$ cat src/hw/rtl/imh_ram.sv
// ----------------------------------------------------------------------------
// imh_ram
// Simple dual-port synchronous RAM: one write port, one read port, with
// registered read data (read-before-write on an address collision).
// ----------------------------------------------------------------------------
module imh_ram #(
  parameter int WIDTH     = 8,
  parameter int ADDR_BITS = 4
) (
  input  logic                 clk,
  input  logic                 we,
  input  logic [ADDR_BITS-1:0] waddr,
  input  logic [WIDTH-1:0]     wdata,
  input  logic [ADDR_BITS-1:0] raddr,
  output logic [WIDTH-1:0]     rdata
);

  logic [WIDTH-1:0] mem [2**ADDR_BITS];

  // Write port.
  always_ff @(posedge clk) begin
    if (we) begin
      mem[waddr] <= wdata;
    end
  end

  // Read port with registered read data.
  always_ff @(posedge clk) begin
    rdata <= mem[raddr];
  end

endmodule

$ cat config.mk
export PLATFORM = sky130hd
export DESIGN_NAME = imh_ram
export DESIGN_NICKNAME = d
export VERILOG_FILES = /design/src/hw/rtl/imh_ram.sv
export SDC_FILE = /design/constraint.sdc
export NUM_CORES = 1
export LEC_CHECK = 0
export BUFFER_PORTS_ARGS = -buffer_cell sky130_fd_sc_hd__buf_2
export CAP_MARGIN = 20
export CORE_MARGIN = 2
export CORE_UTILIZATION = 45
export CTS_CLUSTER_DIAMETER = 100
export DETAILED_ROUTE_END_ITERATION = 7
export SLEW_MARGIN = 20
export SYNTH_ARGS = -nofsm -noshare
export SYNTH_HDL_FRONTEND = slang
export SYNTH_SLANG_ARGS = --single-unit
$ cat constraint.sdc
create_clock -name clk -period 2.2 [get_ports clk]
set_clock_uncertainty 0.15 [all_clocks]
set_input_delay 0.22 -clock clk [delete_from_list [all_inputs] [get_ports clk]]
set_output_delay 0.22 -clock clk [all_outputs]
set_load 0.03 [all_outputs]
==> flow_summary.ini <==
[status]
status = finished clean

[sta]
final.setup.worst_slack_ns = 0.709
layout_min_cycle_time_ns = 1.49
final_max_slew_viol_count = 0
max_freq_mhz = 671
setup_violations = 0
rsz0062_at_grt = no
relSlewSlack_pct = 72.9
whs_ns = 0.0559
tightest_slew_ns = 0.407
hold_viol = 0
final.setup.tns_ns = 0
period_share_pct = 67.8

[finish]
final_area_um2 = 6210
final_common_cell = edfxtp_1
n_antenna_cell = 0
syn_to_final_growth_pct = 20.7
final_cells = 444
final_nets = 306
drive_gt1_share_pct = 32.6
most-common-layout-cells = edfxtp_1, buf_2, buf_4, mux4_2, clkbuf_16

[place]
postPlaceCellArea_um2 = 5580
dp_slack_ns = 0.374
gp_congestion = 0.732
portBuffers = 25
hpwl_mm = 6.07
place_inst = 412

[detailed_routing]
drtAntennaViolNets = 0
vias_per_cell = 5.39
firstDrtPassIters = 4
drtIter0Drc = 123
drc = 0
wl_per_cell_um = 21.1
routed_wl_mm = 9.38
dr_total_vias = 2392

[grt]
grt_remaining_overflow = 0
antenna_found_initial = 0
grt_pass1_vias = 2494
grt_max_degree = 33
grt_pass1_wl_mm = 14.5
gr-usage-all-layers_pct = 16.6

[clock_tree]
cts_tree = yes
cts_num_sinks = 136
post_cts_buffers = 0
cts_resized = 0
cts_root_buffer = clkbuf_16
cts_buffer_depth = 2
clk_pin_slew_ns = 0.05
hold_buffers = 0
numCtsBuffers = 17
htreeDepth = 4
clock_latency_ns = 0.40

[hold_path]
hold_class = input port to flop
holdPathStages = 1
hold_path_startpoint = wdata[5]
hold_path_end = mem[7][5]

[floorplan]
start_util_pct = 45.7
dieArea_um2 = 12300
die_h_um = 111
io_pins = 26
rows = 39
coreArea_um2 = 11300
die_x_um = 111

[yosys]
synth.avg_cell_area_um2 = 22.5
synth_nets = 247
ys_warn_count = 0
yosys.cell_types.count = 19
synth_top_area_share_pct = 74.7
yosysSeqAreaShare_pct = 77.8
synth_area_leaders = edfxtp_1, mux4_2, mux4_1
ys_seq_elements = 136
synth_top_area_cell = edfxtp_1
netlist_instances = 229
synthesis.area_um2 = 5150

[power_and_ir_drop]
p_switching_mw = 1.17
swShare_pct = 19.0
leakage_nw = 2.14
p_clk_share_pct = 48.0
p_per_area_nw_per_um2 = 995
peakVddDrop_mv = 0.551
power_frac_seq_pct = 47.1
internal-power_mw = 5.01
comb_power_share_pct = 4.8

[critical_path]
critical_path_class = flop to flop
crit_required_ns = 2.34
path_max_fanout = 1
reg2reg_slack_ns = 0.71
worstReg2RegStart = mem[1][1]
cp_data_arrival_time_ns = 1.63
rr_endpoint = rdata[1]
reg2regPathDepth = 3
start_kind = flop
cp-end-kind = flop

[flow_run]
timing.max_cap.violations = 0
power by group through the flow:
stage               sequential, mW  clock, mW  combinational [mW]
CTS                           2.92       3.02               0.305
detailed placement            2.97          0               0.305
floorplan                     3.00          0               0.147
finish                        2.91       2.97               0.299
global route                  2.92       3.14               0.328
global placement              2.97          0               0.301
worst max path at each step:
stage	from	to	slack (ns)	cells after the start
after floorplan	waddr[2]	mem[0][0]	0.34	2
after global placement	raddr[0]	rdata[2]	0.38	5
after detailed placement	raddr[0]	rdata[2]	0.37	5
after CTS	mem[5][2]	rdata[2]	0.71	3
after global routing	mem[5][2]	rdata[2]	0.63	3
final	mem[1][1]	rdata[1]	0.71	3
area by class of cell:
type	instances	area [um^2]
sequential	136	4000
tap	143	179
clock buffer	17	425
fill	841	5060
multi-input combinational	83	1060
clock inverter	15	208
timing repair buffer	50	338
sequential cells by signal (all words and copies together) (netlist names):
name and cells:
mem 128, rdata 8
metal layers:
layer / track usage, % / wire (um) / vias up
met2: 25.8 / 4630 / 54
met5: 0 / 0 / -
met1: 22.2 / 4300 / 1229
met3: 4.87 / 317 / 11
li1: - / - / 1098
met4: 6.58 / 127 / 0
Yosys cell counts:
cell / count
buf_4: 1
nor2b_1: 1
nand2b_1: 2
dfxtp_1: 8
clkdlybuf4s25_2: 3
buf_2: 3
mux4_2: 18
nor3_1: 4
or3b_2: 1
mux4_1: 14
edfxtp_1: 128
nand2_1: 9
a22oi_1: 16
nor2_1: 13
nand3_1: 1
and2b_1: 1
buf_6: 3
nand3b_1: 2
and2_1: 1
worst max-delay path: stages, from the launching register on:
cell	delay (ns)
edfxtp_1	0.35
mux4_1	0.51
a22oi_1	0.29
nand2_1	0.08
metrics by stage:
step | utilization [%] | power (mW)
2_1_floorplan | - | 3.14
3_3_place_gp | 49.5 | 3.27
3_5_place_dp | 49.5 | 3.27
4_1_cts | 55.1 | 6.24
5_1_grt | 55.1 | 6.39
6_report | 55.1 | 6.18
cell families after synthesis:
| kind of cell | synth area share, % |
|---|---|
| DFF | 77.8 |
| and+or+nand+nor | 3.18 |
| muxes | 15.0 |
| AOI/OAI and AO/OA | 2.33 |
| buffers and inverters | 1.68 |
No activity file was read; power rests on OpenSTA's default activity.
